<file path="config.mk">
export PLATFORM = sky130hd
export DESIGN_NAME = sixteen_bit_register_cpu_core
export DESIGN_NICKNAME = d
export VERILOG_FILES = /design/src/s16cpu_pkg.sv /design/src/s16cpu_front.sv /design/src/s16cpu_back.sv /design/src/s16cpu_rsp_queue.sv /design/src/sixteen_bit_register_cpu_core.sv
export SDC_FILE = /design/constraint.sdc
export NUM_CORES = 2
export LEC_CHECK = 0
export BUFFER_PORTS_ARGS = -buffer_cell sky130_fd_sc_hd__buf_4
export CAP_MARGIN = 20
export CORE_ASPECT_RATIO = 0.7
export CORE_MARGIN = 4
export CORE_UTILIZATION = 47
export DETAILED_ROUTE_END_ITERATION = 6
export PLACE_DENSITY = 0.67
export REMOVE_ABC_BUFFERS = 1
export SLEW_MARGIN = 20
export SYNTH_ARGS = -nofsm -noshare
export SYNTH_HDL_FRONTEND = slang
export SYNTH_SLANG_ARGS = --single-unit
</file>
<file path="constraint.sdc">
create_clock -name clock -period 21.2 [get_ports clock]
set_input_delay 6.36 -clock clock [delete_from_list [all_inputs] [get_ports clock]]
set_output_delay 6.36 -clock clock [all_outputs]
set_load 0.01 [all_outputs]
</file>
<file path="src/s16cpu_pkg.sv">
// ----------------------------------------------------------------------------
// s16cpu_pkg
// Shared types, codes and constants of the sixteen-bit register CPU core.
// ----------------------------------------------------------------------------
`default_nettype none

package s16cpu_pkg;

   localparam int WORD_WIDTH      = 16;
   localparam int REG_IDX_WIDTH   = 4;
   localparam int REG_COUNT       = 16;

   localparam int CMD_QUEUE_DEPTH = 2;
   localparam int RSP_QUEUE_DEPTH = 4;

   localparam int CSR_ADDR_WIDTH  = 3;
   localparam int CSR_DATA_WIDTH  = 32;
   localparam logic CSR_IDX_IRQ_VECTOR = 1'b0;

   localparam logic [REG_IDX_WIDTH-1:0] REG_R1 = 4'd1;
   localparam logic [REG_IDX_WIDTH-1:0] REG_R2 = 4'd2;
   localparam logic [REG_IDX_WIDTH-1:0] REG_SP = 4'd3;
   localparam logic [REG_IDX_WIDTH-1:0] REG_R9 = 4'd9;
   localparam logic [REG_IDX_WIDTH-1:0] REG_PC = 4'd15;

   localparam logic [WORD_WIDTH-1:0] RESET_R1 = 16'h0001;
   localparam logic [WORD_WIDTH-1:0] RESET_R2 = 16'hAEB0;
   localparam logic [WORD_WIDTH-1:0] RESET_SP = 16'hAE70;
   localparam logic [WORD_WIDTH-1:0] RESET_R9 = 16'h0050;
   localparam logic [WORD_WIDTH-1:0] RESET_PC = 16'h0000;

   typedef enum logic [1:0] {
      OPER_RESUME = 2'd0,
      OPER_INSTR  = 2'd1,
      OPER_DATA   = 2'd2,
      OPER_TICK   = 2'd3
   } operation_type;

   typedef enum logic [3:0] {
      OPC_LOAD  = 4'd0,
      OPC_ADD   = 4'd1,
      OPC_SUB   = 4'd2,
      OPC_AND   = 4'd3,
      OPC_OR    = 4'd4,
      OPC_XOR   = 4'd5,
      OPC_SHIFT = 4'd6,
      OPC_MUL   = 4'd7,
      OPC_STORE = 4'd8,
      OPC_CMOV  = 4'd9,
      OPC_GTU   = 4'd10,
      OPC_GTS   = 4'd11,
      OPC_LTU   = 4'd12,
      OPC_LTS   = 4'd13,
      OPC_EQU   = 4'd14,
      OPC_JAL   = 4'd15
   } opcode_type;

   typedef enum logic [1:0] {
      ACC_FETCH = 2'd0,
      ACC_READ  = 2'd1,
      ACC_WRITE = 2'd2
   } access_type;

   typedef enum logic [1:0] {
      PHASE_IDLE  = 2'd0,
      PHASE_FETCH = 2'd1,
      PHASE_LOAD  = 2'd2
   } phase_type;

   typedef struct packed {
      operation_type                   kind;
      opcode_type                      opc;
      logic [REG_IDX_WIDTH-1:0]        dest;
      logic [REG_IDX_WIDTH-1:0]        src1;
      logic [REG_IDX_WIDTH-1:0]        src2;
      logic [WORD_WIDTH-1:0]           word;
   } cmd_type;

   typedef struct packed {
      access_type                      access;
      logic [WORD_WIDTH-1:0]           address;
      logic [WORD_WIDTH-1:0]           write_data;
      logic                            last;
   } rsp_type;

   typedef struct packed {
      logic [1:0]                      count;
      rsp_type                         beat0;
      rsp_type                         beat1;
   } rsp_push_type;

   function automatic logic [WORD_WIDTH-1:0] reg_reset_value(
      input logic [REG_IDX_WIDTH-1:0] idx
   );
      logic [WORD_WIDTH-1:0] value;
      case (idx)
         REG_R1:  value = RESET_R1;
         REG_R2:  value = RESET_R2;
         REG_SP:  value = RESET_SP;
         REG_R9:  value = RESET_R9;
         default: value = '0;
      endcase
      return value;
   endfunction

endpackage

`default_nettype wire

</file>
<file path="src/s16cpu_front.sv">
// ----------------------------------------------------------------------------
// s16cpu_front
// Request intake: classifies each beat and decodes instruction fields into a
// short command queue toward the execution side.
// ----------------------------------------------------------------------------
`default_nettype none

module s16cpu_front
   import s16cpu_pkg::*;
#(
   parameter int Depth = CMD_QUEUE_DEPTH
) (
   input  wire logic                  clock,
   input  wire logic                  reset,
   input  wire logic                  req_valid,
   output logic                       req_ready,
   input  wire logic [1:0]            req_operation,
   input  wire logic [WORD_WIDTH-1:0] req_word,
   output logic                       cmd_valid,
   output cmd_type                    cmd,
   input  wire logic                  cmd_pop
);

   localparam int PtrWidth = (Depth > 1) ? $clog2(Depth) : 1;
   localparam int CntWidth = $clog2(Depth + 1);
   localparam logic [PtrWidth-1:0] LastPtr = PtrWidth'(Depth - 1);
   localparam logic [CntWidth-1:0] FullCount = CntWidth'(Depth);

   cmd_type               slot_ff [Depth];
   cmd_type               incoming;
   logic [PtrWidth-1:0]   wr_ptr_ff, wr_ptr_in;
   logic [PtrWidth-1:0]   rd_ptr_ff, rd_ptr_in;
   logic [CntWidth-1:0]   count_ff, count_in;
   logic                  push;

   always_comb begin
      incoming.kind = operation_type'(req_operation);
      incoming.opc  = opcode_type'(req_word[15:12]);
      incoming.dest = req_word[11:8];
      incoming.src1 = req_word[7:4];
      incoming.src2 = req_word[3:0];
      incoming.word = req_word;
   end

   assign req_ready = (count_ff != FullCount);
   assign push      = req_valid && req_ready;
   assign cmd_valid = (count_ff != '0);
   assign cmd       = slot_ff[rd_ptr_ff];

   always_comb begin
      wr_ptr_in = wr_ptr_ff;
      rd_ptr_in = rd_ptr_ff;
      count_in  = count_ff;
      if (push) begin
         wr_ptr_in = (wr_ptr_ff == LastPtr) ? '0 : wr_ptr_ff + 1'b1;
      end
      if (cmd_pop) begin
         rd_ptr_in = (rd_ptr_ff == LastPtr) ? '0 : rd_ptr_ff + 1'b1;
      end
      case ({push, cmd_pop})
         2'b10:   count_in = count_ff + 1'b1;
         2'b01:   count_in = count_ff - 1'b1;
         default: count_in = count_ff;
      endcase
   end

   always_ff @(posedge clock) begin
      if (reset) begin
         wr_ptr_ff <= '0;
         rd_ptr_ff <= '0;
         count_ff  <= '0;
      end else begin
         wr_ptr_ff <= wr_ptr_in;
         rd_ptr_ff <= rd_ptr_in;
         count_ff  <= count_in;
      end
   end

   always_ff @(posedge clock) begin
      if (push) begin
         slot_ff[wr_ptr_ff] <= incoming;
      end
   end

endmodule

`default_nettype wire

</file>
<file path="src/s16cpu_back.sv">
// ----------------------------------------------------------------------------
// s16cpu_back
// Execution side: operand register stage with register file, ALU, wait-phase
// sequencer, interrupt entry and memory request generation.
// ----------------------------------------------------------------------------
`default_nettype none

module s16cpu_back
   import s16cpu_pkg::*;
(
   input  wire logic                  clock,
   input  wire logic                  reset,
   input  wire logic [WORD_WIDTH-1:0] irq_vector,
   input  wire logic                  cmd_valid,
   input  wire cmd_type               cmd,
   output logic                       cmd_pop,
   input  wire logic                  rsp_room,
   output rsp_push_type               rsp_push
);

   typedef enum logic [1:0] {
      SHIFT_ASR = 2'd0,
      SHIFT_LSR = 2'd1,
      SHIFT_LSL = 2'd2,
      SHIFT_ROL = 2'd3
   } shift_mode_type;

   logic [WORD_WIDTH-1:0]     regfile_mem [REG_COUNT];
   logic [REG_COUNT-1:0]      valid_ff;

   logic                      ex_valid_ff, ex_valid_in;
   cmd_type                   ex_ff;
   logic [WORD_WIDTH-1:0]     a_mem_ff, b_mem_ff;
   logic [WORD_WIDTH-1:0]     pc_ff, pc_in;
   logic [WORD_WIDTH-1:0]     sp_ff, sp_in;
   phase_type                 phase_ff, phase_in;
   logic                      pending_ff, pending_in;
   logic [REG_IDX_WIDTH-1:0]  load_dest_ff, load_dest_in;
   logic                      load_pc_ff, load_pc_in;

   logic                      fire;
   logic [WORD_WIDTH-1:0]     a, b, b_upd, alu_val;
   logic [WORD_WIDTH-1:0]     shift_val;
   logic [2*WORD_WIDTH-1:0]   rot_val;
   logic [3:0]                shamt;
   shift_mode_type            shift_mode;

   logic                      wr_en;
   logic [REG_IDX_WIDTH-1:0]  wr_idx;
   logic [WORD_WIDTH-1:0]     wr_val;
   logic                      mem_we;
   logic                      do_bd, allow_irq, take_tick, irq;
   logic                      is_store, is_jump, data_inc, issue_read;
   logic [WORD_WIDTH-1:0]     pc_wr, pc_mid, sp_mid, sp_dec, fetch_addr;
   rsp_type                   fetch_beat, write_beat;

   assign fire        = ex_valid_ff && rsp_room;
   assign cmd_pop     = cmd_valid && (!ex_valid_ff || fire);
   assign ex_valid_in = cmd_pop ? 1'b1 : (fire ? 1'b0 : ex_valid_ff);

   // Operand select: PC and SP live outside the register file.
   always_comb begin
      if (ex_ff.src1 == REG_PC) begin
         a = pc_ff;
      end else if (ex_ff.src1 == REG_SP) begin
         a = sp_ff;
      end else begin
         a = a_mem_ff;
      end
      if (ex_ff.src2 == REG_PC) begin
         b = pc_ff;
      end else if (ex_ff.src2 == REG_SP) begin
         b = sp_ff;
      end else begin
         b = b_mem_ff;
      end
      b_upd = (ex_ff.src2 == ex_ff.dest) ? a : b;
   end

   always_comb begin
      shamt      = b[3:0];
      shift_mode = shift_mode_type'(b[5:4]);
      rot_val    = {a, a} << shamt;
      case (shift_mode)
         SHIFT_ASR: shift_val = WORD_WIDTH'($signed(a) >>> shamt);
         SHIFT_LSR: shift_val = a >> shamt;
         SHIFT_LSL: shift_val = a << shamt;
         SHIFT_ROL: shift_val = rot_val[2*WORD_WIDTH-1:WORD_WIDTH];
         default:   shift_val = a;
      endcase
   end

   always_comb begin
      case (ex_ff.opc)
         OPC_ADD:   alu_val = a + b;
         OPC_SUB:   alu_val = a - b;
         OPC_AND:   alu_val = a & b;
         OPC_OR:    alu_val = a | b;
         OPC_XOR:   alu_val = a ^ b;
         OPC_SHIFT: alu_val = shift_val;
         OPC_MUL:   alu_val = a * b;
         OPC_GTU:   alu_val = WORD_WIDTH'(a > b);
         OPC_GTS:   alu_val = WORD_WIDTH'($signed(a) > $signed(b));
         OPC_LTU:   alu_val = WORD_WIDTH'(a < b);
         OPC_LTS:   alu_val = WORD_WIDTH'($signed(a) < $signed(b));
         OPC_EQU:   alu_val = WORD_WIDTH'(a == b);
         default:   alu_val = '0;
      endcase
   end

   // Phase sequencer and request generation.
   always_comb begin
      wr_en        = 1'b0;
      wr_idx       = ex_ff.dest;
      wr_val       = alu_val;
      do_bd        = 1'b0;
      allow_irq    = 1'b1;
      is_store     = 1'b0;
      is_jump      = 1'b0;
      data_inc     = 1'b0;
      issue_read   = 1'b0;
      pending_in   = pending_ff;
      phase_in     = phase_ff;
      load_dest_in = load_dest_ff;
      load_pc_in   = load_pc_ff;

      case (ex_ff.kind)
         OPER_TICK: begin
            pending_in = 1'b1;
         end
         OPER_RESUME: begin
            do_bd = (phase_ff == PHASE_IDLE);
         end
         OPER_INSTR: begin
            if (phase_ff == PHASE_FETCH) begin
               case (ex_ff.opc)
                  OPC_LOAD: begin
                     issue_read   = 1'b1;
                     phase_in     = PHASE_LOAD;
                     load_dest_in = ex_ff.dest;
                     load_pc_in   = (ex_ff.src2 == REG_PC) && (ex_ff.dest != REG_PC);
                  end
                  OPC_STORE: begin
                     wr_en     = 1'b1;
                     wr_val    = a;
                     is_store  = 1'b1;
                     allow_irq = 1'b0;
                     do_bd     = 1'b1;
                  end
                  OPC_CMOV: begin
                     wr_en  = (a != '0);
                     wr_val = b;
                     do_bd  = 1'b1;
                  end
                  OPC_JAL: begin
                     wr_en   = 1'b1;
                     wr_val  = a;
                     is_jump = 1'b1;
                     do_bd   = 1'b1;
                  end
                  default: begin
                     wr_en = 1'b1;
                     do_bd = 1'b1;
                  end
               endcase
            end
         end
         OPER_DATA: begin
            if (phase_ff == PHASE_LOAD) begin
               wr_en    = 1'b1;
               wr_idx   = load_dest_ff;
               wr_val   = ex_ff.word;
               data_inc = load_pc_ff;
               do_bd    = 1'b1;
            end
         end
         default: begin
            do_bd = 1'b0;
         end
      endcase

      pc_wr  = (wr_en && wr_idx == REG_PC) ? wr_val : pc_ff;
      sp_mid = (wr_en && wr_idx == REG_SP) ? wr_val : sp_ff;
      mem_we = fire && wr_en && (wr_idx != REG_PC) && (wr_idx != REG_SP);

      pc_mid = pc_wr;
      if ((is_store && ex_ff.src2 == REG_PC) || data_inc) begin
         pc_mid = pc_wr + 1'b1;
      end
      if (is_jump) begin
         pc_mid = b_upd;
      end

      take_tick = do_bd && allow_irq && pending_ff;
      irq       = take_tick && (irq_vector != '0);
      if (take_tick) begin
         pending_in = 1'b0;
      end
      sp_dec     = sp_mid - 1'b1;
      fetch_addr = irq ? irq_vector : pc_mid;
      pc_in      = do_bd ? fetch_addr + 1'b1 : pc_ff;
      sp_in      = irq ? sp_dec : sp_mid;
      if (do_bd) begin
         phase_in = PHASE_FETCH;
      end

      fetch_beat.access     = ACC_FETCH;
      fetch_beat.address    = fetch_addr;
      fetch_beat.write_data = '0;
      fetch_beat.last       = 1'b1;

      write_beat.access     = ACC_WRITE;
      write_beat.address    = is_store ? b_upd : sp_dec;
      write_beat.write_data = is_store ? a : pc_mid;
      write_beat.last       = 1'b0;

      rsp_push.count = 2'd0;
      rsp_push.beat0 = fetch_beat;
      rsp_push.beat1 = fetch_beat;
      if (issue_read) begin
         rsp_push.count            = 2'd1;
         rsp_push.beat0.access     = ACC_READ;
         rsp_push.beat0.address    = b;
         rsp_push.beat0.write_data = '0;
         rsp_push.beat0.last       = 1'b1;
      end else if (do_bd) begin
         if (is_store || irq) begin
            rsp_push.count = 2'd2;
            rsp_push.beat0 = write_beat;
         end else begin
            rsp_push.count = 2'd1;
         end
      end
      if (!fire) begin
         rsp_push.count = 2'd0;
      end
   end

   always_ff @(posedge clock) begin
      if (reset) begin
         ex_valid_ff  <= 1'b0;
         pc_ff        <= RESET_PC;
         sp_ff        <= RESET_SP;
         phase_ff     <= PHASE_IDLE;
         pending_ff   <= 1'b0;
         load_dest_ff <= '0;
         load_pc_ff   <= 1'b0;
         valid_ff     <= '0;
      end else begin
         ex_valid_ff <= ex_valid_in;
         if (fire) begin
            pc_ff        <= pc_in;
            sp_ff        <= sp_in;
            phase_ff     <= phase_in;
            pending_ff   <= pending_in;
            load_dest_ff <= load_dest_in;
            load_pc_ff   <= load_pc_in;
         end
         if (mem_we) begin
            valid_ff[wr_idx] <= 1'b1;
         end
      end
   end

   // Register file: one write, two registered reads with write bypass.
   always_ff @(posedge clock) begin
      if (mem_we) begin
         regfile_mem[wr_idx] <= wr_val;
      end
      if (cmd_pop) begin
         ex_ff <= cmd;
         if (mem_we && wr_idx == cmd.src1) begin
            a_mem_ff <= wr_val;
         end else if (valid_ff[cmd.src1]) begin
            a_mem_ff <= regfile_mem[cmd.src1];
         end else begin
            a_mem_ff <= reg_reset_value(cmd.src1);
         end
         if (mem_we && wr_idx == cmd.src2) begin
            b_mem_ff <= wr_val;
         end else if (valid_ff[cmd.src2]) begin
            b_mem_ff <= regfile_mem[cmd.src2];
         end else begin
            b_mem_ff <= reg_reset_value(cmd.src2);
         end
      end
   end

endmodule

`default_nettype wire

</file>
<file path="src/s16cpu_rsp_queue.sv">
// ----------------------------------------------------------------------------
// s16cpu_rsp_queue
// Request output queue: takes up to two beats per cycle from the execution
// side while it reports room, and drains one beat per handshake.
// ----------------------------------------------------------------------------
`default_nettype none

module s16cpu_rsp_queue
   import s16cpu_pkg::*;
#(
   parameter int Depth = RSP_QUEUE_DEPTH
) (
   input  wire logic         clock,
   input  wire logic         reset,
   input  wire rsp_push_type push,
   output logic              room,
   output logic              head_valid,
   input  wire logic         head_ready,
   output rsp_type           head
);

   localparam int PtrWidth = (Depth > 1) ? $clog2(Depth) : 1;
   localparam int CntWidth = $clog2(Depth + 1);
   localparam logic [PtrWidth-1:0] LastPtr = PtrWidth'(Depth - 1);
   localparam logic [CntWidth-1:0] RoomLimit = CntWidth'(Depth - 2);

   rsp_type               slot_ff [Depth];
   logic [PtrWidth-1:0]   wr_ptr_ff, wr_ptr_in;
   logic [PtrWidth-1:0]   rd_ptr_ff, rd_ptr_in;
   logic [CntWidth-1:0]   count_ff, count_in;
   logic [PtrWidth-1:0]   wr_ptr_next;
   logic                  pop;

   function automatic logic [PtrWidth-1:0] next_ptr(input logic [PtrWidth-1:0] p);
      return (p == LastPtr) ? '0 : p + 1'b1;
   endfunction

   assign room        = (count_ff <= RoomLimit);
   assign head_valid  = (count_ff != '0);
   assign head        = slot_ff[rd_ptr_ff];
   assign pop         = head_valid && head_ready;
   assign wr_ptr_next = next_ptr(wr_ptr_ff);

   always_comb begin
      case (push.count)
         2'd1:    wr_ptr_in = wr_ptr_next;
         2'd2:    wr_ptr_in = next_ptr(wr_ptr_next);
         default: wr_ptr_in = wr_ptr_ff;
      endcase
      rd_ptr_in = pop ? next_ptr(rd_ptr_ff) : rd_ptr_ff;
      count_in  = count_ff + CntWidth'(push.count) - CntWidth'(pop);
   end

   always_ff @(posedge clock) begin
      if (reset) begin
         wr_ptr_ff <= '0;
         rd_ptr_ff <= '0;
         count_ff  <= '0;
      end else begin
         wr_ptr_ff <= wr_ptr_in;
         rd_ptr_ff <= rd_ptr_in;
         count_ff  <= count_in;
      end
   end

   always_ff @(posedge clock) begin
      if (push.count != 2'd0) begin
         slot_ff[wr_ptr_ff] <= push.beat0;
      end
      if (push.count == 2'd2) begin
         slot_ff[wr_ptr_next] <= push.beat1;
      end
   end

endmodule

`default_nettype wire

</file>
<file path="src/sixteen_bit_register_cpu_core.sv">
// ----------------------------------------------------------------------------
// sixteen_bit_register_cpu_core
// Path: an item passes the command queue, the register-file read stage and the
// response queue before its first request beat is presented.
// Throughput: one item per cycle while the response queue has room; each item drives
// zero to two request beats; the output moves one beat per cycle while rsp_ready is high.
// Reset: synchronous; queues empty, core idle, registers at their reset values.
// ----------------------------------------------------------------------------
`default_nettype none

module sixteen_bit_register_cpu_core
   import s16cpu_pkg::*;
#(
   parameter int CmdQueueDepth = CMD_QUEUE_DEPTH,
   parameter int RspQueueDepth = RSP_QUEUE_DEPTH
) (
   input  wire logic                      clock,
   input  wire logic                      reset,

   input  wire logic                      req_valid,
   output logic                           req_ready,
   input  wire logic [1:0]                req_operation,
   input  wire logic [WORD_WIDTH-1:0]     req_word,

   output logic                           rsp_valid,
   input  wire logic                      rsp_ready,
   output logic [1:0]                     rsp_access,
   output logic [WORD_WIDTH-1:0]          rsp_address,
   output logic [WORD_WIDTH-1:0]          rsp_write_data,
   output logic                           rsp_last,

   input  wire logic                      csr_psel,
   input  wire logic                      csr_penable,
   input  wire logic                      csr_pwrite,
   input  wire logic [CSR_ADDR_WIDTH-1:0] csr_paddr,
   input  wire logic [CSR_DATA_WIDTH-1:0] csr_pwdata,
   output logic [CSR_DATA_WIDTH-1:0]      csr_prdata,
   output logic                           csr_pready
);

   logic [WORD_WIDTH-1:0] irq_vector_ff, irq_vector_in;
   logic                  csr_write;
   logic                  cmd_valid;
   logic                  cmd_pop;
   cmd_type               cmd;
   logic                  rsp_room;
   rsp_push_type          rsp_push;
   rsp_type               rsp_head;

   assign csr_pready = 1'b1;
   assign csr_write  = csr_psel && csr_penable && csr_pwrite && csr_pready
                       && (csr_paddr[2] == CSR_IDX_IRQ_VECTOR);
   assign irq_vector_in = csr_write ? csr_pwdata[WORD_WIDTH-1:0] : irq_vector_ff;
   assign csr_prdata = (csr_paddr[2] == CSR_IDX_IRQ_VECTOR) ?
                       CSR_DATA_WIDTH'(irq_vector_ff) : '0;

   always_ff @(posedge clock) begin
      if (reset) begin
         irq_vector_ff <= '0;
      end else begin
         irq_vector_ff <= irq_vector_in;
      end
   end

   s16cpu_front #(
      .Depth (CmdQueueDepth)
   ) u_front (
      .clock         (clock),
      .reset         (reset),
      .req_valid     (req_valid),
      .req_ready     (req_ready),
      .req_operation (req_operation),
      .req_word      (req_word),
      .cmd_valid     (cmd_valid),
      .cmd           (cmd),
      .cmd_pop       (cmd_pop)
   );

   s16cpu_back u_back (
      .clock      (clock),
      .reset      (reset),
      .irq_vector (irq_vector_ff),
      .cmd_valid  (cmd_valid),
      .cmd        (cmd),
      .cmd_pop    (cmd_pop),
      .rsp_room   (rsp_room),
      .rsp_push   (rsp_push)
   );

   s16cpu_rsp_queue #(
      .Depth (RspQueueDepth)
   ) u_rsp_queue (
      .clock      (clock),
      .reset      (reset),
      .push       (rsp_push),
      .room       (rsp_room),
      .head_valid (rsp_valid),
      .head_ready (rsp_ready),
      .head       (rsp_head)
   );

   assign rsp_access     = rsp_head.access;
   assign rsp_address    = rsp_head.address;
   assign rsp_write_data = rsp_head.write_data;
   assign rsp_last       = rsp_head.last;

`ifndef ASSERT_OFF
   read_is_last_a: assert property (@(posedge clock) disable iff (reset)
      rsp_valid && (rsp_access == ACC_READ) |-> rsp_last)
      else $error("data read beat not marked last");

   only_write_leads_a: assert property (@(posedge clock) disable iff (reset)
      rsp_valid && !rsp_last |-> (rsp_access == ACC_WRITE))
      else $error("non-final beat is not a write");

   push_needs_room_a: assert property (@(posedge clock) disable iff (reset)
      (rsp_push.count != 2'd0) |-> rsp_room)
      else $error("beats pushed without queue room");

   push_shows_beat_a: assert property (@(posedge clock) disable iff (reset)
      (rsp_push.count != 2'd0) |=> rsp_valid)
      else $error("pushed beat not presented");
`endif

endmodule

`default_nettype wire

</file>
* Word level (Yosys, flattened, before mapping)
Memory sizes are Yosys's and may differ from the RTL's. A register that Yosys moved wholly into a read port is not among the register bits. Index checks and enable logic that the tools add are counted. W data, S select, Z words.
Storage, ports and cells: flip-flop bits (word level) 150, memory bits (writable) 464, input port bits 60, output and inout bits 70, logic and storage cells 243, memories 3
Operators by class: add/sub/neg operators 14, multiply operators 1, order comparisons 9, equal/unequal tests 52, shift-type cells 4, mux-type cells 87, bitwise logic cells 5, reductions and logical operators 45
Memories:
- u_back.regfile_mem | depth 16, width 16, read ports 2, clocked after Yosys merged registers in 0, write ports 1, RTL line s16cpu_back.sv:28 | logic [WORD_WIDTH-1:0] regfile_mem [REG_COUNT];
- u_rsp_queue.slot_ff | depth 4, width 35, read ports 1, clocked after Yosys merged registers in 1, write ports 2, RTL line s16cpu_rsp_queue.sv:27 | rsp_type slot_ff [Depth];
- u_front.slot_ff | depth 2, width 34, read ports 1, clocked after Yosys merged registers in 1, write ports 1, RTL line s16cpu_front.sv:29 | cmd_type slot_ff [Depth];
Operators by type and width (count):
- $mux W16 | 20
- $pmux W16 S12 | 1
- $pmux W16 S4 | 3
- $mux W37 | 2
- $pmux W16 S2 | 2
- $eq A4 B4 Y1 const B | 13
- $mux W1 | 37
- $eq A4 B2 Y1 const B | 9
- $mux W35 | 1
- $add A16 B1 Y16 const B | 2
- $gt A16 B16 Y1 | 2
- $lt A16 B16 Y1 | 2
- $or A16 B16 Y16 | 2
- $reduce_bool A16 Y1 | 2
- $shl A32 B4 Y32 | 1
- $mux W2 | 11
- $eq A2 B2 Y1 const B | 10
- $logic_and A1 B1 Y1 | 20
- $reduce_bool A2 Y1 | 9
- $add A16 B16 Y16 | 1
- $and A16 B16 Y16 | 1
- $eq A16 B16 Y1 | 1
- $eq A4 B3 Y1 const B | 4
- $mul A16 B16 Y16 | 1
- 35 further kinds | 60

* Logic depth before layout (Yosys ltp)
depth after elaboration 21, gate-level depth with buffers 40, gate-level depth less buffers 34

* Hierarchy
From an unflattened synthesis, not the netlist that was laid out.
Unflattened totals: cells, all modules 3472, area total of the unflattened synthesis 39897.0 um2
By module, submodules not included:
- s16cpu_back | instances 1, cells an instance 2868, area an instance 29899.9 um2, seq. area each 10810.4 um2
- s16cpu_rsp_queue | instances 1, cells an instance 403, area an instance 7378.3 um2, seq. area each 4384.2 um2
- s16cpu_front | instances 1, cells an instance 95, area an instance 1631.6 um2, seq. area each 1181.1 um2
- sixteen_bit_register_cpu_core | instances 1, cells an instance 106, area an instance 987.2 um2, seq. area each 320.3 um2

* Worst setup path after synthesis
OpenSTA, ideal clock, no wires.
kind input port to output port, start input csr_paddr[2], end output csr_prdata[10], arrival 6744 ps, required time 14840 ps, setup slack 8096 ps, stages 2, path buffers 1, cell sequence clkbuf_1 -> nor2b_1
Between the ends: longest elaborated chain between the ends 1
RTL lines:
- start: declaration | RTL line sixteen_bit_register_cpu_core.sv:35 | input wire logic [CSR_ADDR_WIDTH-1:0] csr_paddr,
- $mux W16 | RTL line sixteen_bit_register_cpu_core.sv:54 | assign csr_prdata = (csr_paddr[2] == CSR_IDX_IRQ_VECTOR) ?
- end: declaration | RTL line sixteen_bit_register_cpu_core.sv:37 | output logic [CSR_DATA_WIDTH-1:0] csr_prdata,
Every way passes these cells.

* Worst setup path in the final report
start input csr_paddr[2], end output csr_prdata[7]
The elaborated chain is that of the path after synthesis.

==> summary.md <==
| Metric | Value |
|---|---|
| Reg2Reg Depth | `30` |
| I/O Buffers | `94` |
| Slowest cell delay on critical path | `0.19 ns` |
| Antenna violations before repair | `6` |
| Layout cell share with drive strength beyond 1 | `10.8%` |
| Synth unique cells | `119` |
| Ys flop type | `edfxtp_1` |
| Overall Global Routing Usage | `31.9%` |
| Synth Register Bits | `569` |
| Outcome | `finished, violations left` |
| Final worst-path cycle share | `62.3%` |
| Clk slew on worst S/H paths | `0.06 ns` |
| Max_slew headroom | `around 23%` |
| Initial Util | `47.6%` |
| R2r setup slk | `10.11 ns` |
| Die ar. | `0.0885 sq mm` |
| HP Class | `flop to flop` |
| Avg Inst Size Synth | `9.00 sq um` |
| Drt pass-1 iters | `7` |
| Synthesized area | `between 0.03 and 0.04 sq mm` |
| Core Rows | `between 80 and 90` |
| Crit start category | `primary input` |
| Die H | `250 microns` |
| Required @ worst endpoint | `14.84 ns` |
| Cell Count, Final, Fillers Out | `5513` |
| Clock sinks | `around 570` |
| Vias in the first global route | `32800` |
| Post-Route WL | `148000 microns` |
| Grt total ovfl | `0` |
| P&R area growth vs syn | `9.10%` |
| Worst EP arrival | `6.84 ns` |
| Max Root-Sink Buffers | `3` |
| PostCTS Resize Cnt | `0` |
| FF-to-FF Start | `u_back.ex_ff[2]` |
| Num CTS Buffers | `58` |
| Nets@finish | `4598` |
| Setup TNS Final | `0 ns` |
| Max Cap Viol | `0` |
| Worst-path cell chain | `buf_4 -> nor2b_1 -> buf_4` |
| Crit path kind | `primary input to output pin` |
| CP max stage cell | `buf_4` |
| First-pass GRT wire length | `215000 microns` |
| Max Freq | `0.0757 GHz` |
| Crit path max fanout | `18` |
| Slew Limit Fails | `0` |
| Commonest non-fill, non-tap cells in the layout | `894 x nand2_1, 406 x edfxtp_1, 320 x nor2_1, 196 x buf_4, 184 x a21oi_1` |
| Htree depth | `2` |
| Capture point of the worst reg-to-reg path | `u_rsp_queue.slot_ff[2][32]` |
| Gate count of the mapped netlist | `roughly 4400` |
| Hold EP | `u_rsp_queue.slot_ff[2][34]` |
| Sequential share of the synthesized area | `39.3%` |
| Drt wl/cell | `26.8 microns` |
| Crit end category | `output pin` |
| Core area | `0.0827 sq mm` |
| Filler cell count | `7666` |
| Hold_buf cts | `0` |
| Hold path start | `u_rsp_queue.slot_ff[2][34]` |
| CP most frequent cell | `buf_4` |
| Hold Violations, Final | `0` |
| Yosys warning count | `0` |
| Vias | `36100` |
| Final antenna-violating net count | `0` |
| CTS tree | `built` |
| Hold Path Depth | `2` |
| Final setup vio count | `0` |
| Worst Tran Pin Value | `1.15 ns` |
| Vias per inst | `between 6 and 7` |
| Clock Skew | `0.0631 ns` |
| Root Driver | `clkbuf_16` |
| Drt drc | `11` |
| Post-synth EDFFs | `between 400 and 500` |
| Async set-reset flop share out of synthesis | `0%` |
| DRT iter0 DRCs | `approximately 5700` |
| Dpl hpwl | `99700 microns` |
| GPL Wtd Cong | `1.05` |
| RSZ-0062 raised after global routing | `no` |
| Ports | `130` |
| Largest net degree at the start of global routing | `87` |
| Die X | `between 300 and 400 microns` |
| Worst-Skew Late Latency | `0.66 ns` |
| Min Tclk post-route | `~13 ns` |
| Setup Buffers After CTS | `0` |
| Failing checks | `DRC` |
| Post-Place Cells | `between 5000 and 6000` |
| Most common cell after layout, fill and taps aside | `nand2_1` |
metal layers:
layer / GRT usage, % / wire, microns / vias to the layer above
li1: - / - / 15700
met1: 46.9 / 61000 / 17400
met2: 43.7 / 58900 / 2549
met3: 11.1 / 22400 / 348
met4: 9.63 / 5170 / 10
met5: 0.595 / 108 / -
sequential cells by signal, summed over array words and instances, names as in the netlist, 18 cells and up, named ones only:
| register | count |
|---|---|
| u_back.ex_ff | 18 |
| u_rsp_queue.slot_ff | 140 |
| u_back.regfile_mem | 256 |
| u_front.slot_ff | 36 |
cells by family after synthesis:
kind of cell               synth area share [%]
AOI/OAI and AO/OA                          17.9
xor gates and xnor gates                   2.65
adders and majority gates                  7.97
buffers and inverters                      6.17
DFF                                        39.3
muxes                                      5.72
other                                    0.0191
and+or+nand+nor                            20.3
through the flow:
stage / hold slack [ns] / instance area (sq um) / setup WS, ns / util, %
after detailed placement: 0.437 / 41000 / 8.00 / 49.6
after global placement: 0.428 / 41000 / 8.05 / 49.6
after floorplan: 0.418 / 37900 / 8.30 / -
final: 0.446 / 42900 / 8.00 / 51.9
after CTS: 0.447 / 42900 / 8.00 / 51.9
after global routing: 0.477 / 42900 / 7.96 / 51.9
synthesized netlist by cell type, types with 23 or more instances:
cell | count | area [sq um]
inv_1 | 180 | 676
fa_1 | 83 | 1660
xnor2_1 | 82 | 718
xor2_1 | 32 | 280
and3_1 | 86 | 538
buf_6 | 27 | 304
a211oi_1 | 51 | 383
buf_4 | 29 | 218
buf_2 | 31 | 155
mux2_2 | 23 | 259
o22ai_1 | 57 | 357
nor2b_1 | 36 | 225
nand4_1 | 25 | 156
o21ai_0 | 177 | 886
edfxtp_1 | 406 | 12200
dfxtp_1 | 163 | 3260
mux4_2 | 44 | 991
clkbuf_1 | 212 | 796
a31oi_1 | 58 | 363
nand2_1 | 894 | 3360
nand3_1 | 182 | 911
a21oi_1 | 189 | 946
mux2i_1 | 92 | 921
nor3_1 | 41 | 205
or3_1 | 25 | 156
nor2_1 | 336 | 1260
buf_1 | 33 | 124
nand2b_1 | 26 | 163
ha_1 | 118 | 1480
a311oi_1 | 105 | 920
a22o_1 | 43 | 377
and2_1 | 27 | 169
o211ai_1 | 30 | 225
how the worst max path moves through the flow:
stage                       from       endpoint
CTS                 csr_paddr[2]  csr_prdata[7]
global placement    csr_paddr[2]  csr_prdata[6]
floorplan           csr_paddr[2]  csr_prdata[0]
finish              csr_paddr[2]  csr_prdata[7]
detailed placement  csr_paddr[2]  csr_prdata[7]
global route        csr_paddr[2]  csr_prdata[7]
final cells by class:
class	count	area [sq um]	share of cell area [%]
Antenna cell	2	5.00	0.0117
Clock buffer	79	1640	3.82
Clock inverter	30	302	0.702
Inverter	200	761	1.77
Multi-Input combinational cell	3312	21900	51.0
Sequential cell	569	15500	36.0
Tap cell	1125	1410	3.28
Timing Repair Buffer	196	1470	3.43
worst max-delay path, delay by kind of cell:
family / cells / cell delay, ns
simple gates: 1 / 0.15
buf+inv: 2 / 0.33
Power is not shown: default switching activity piles up to over one toggle a cycle in this logic, so the estimate is an artifact.
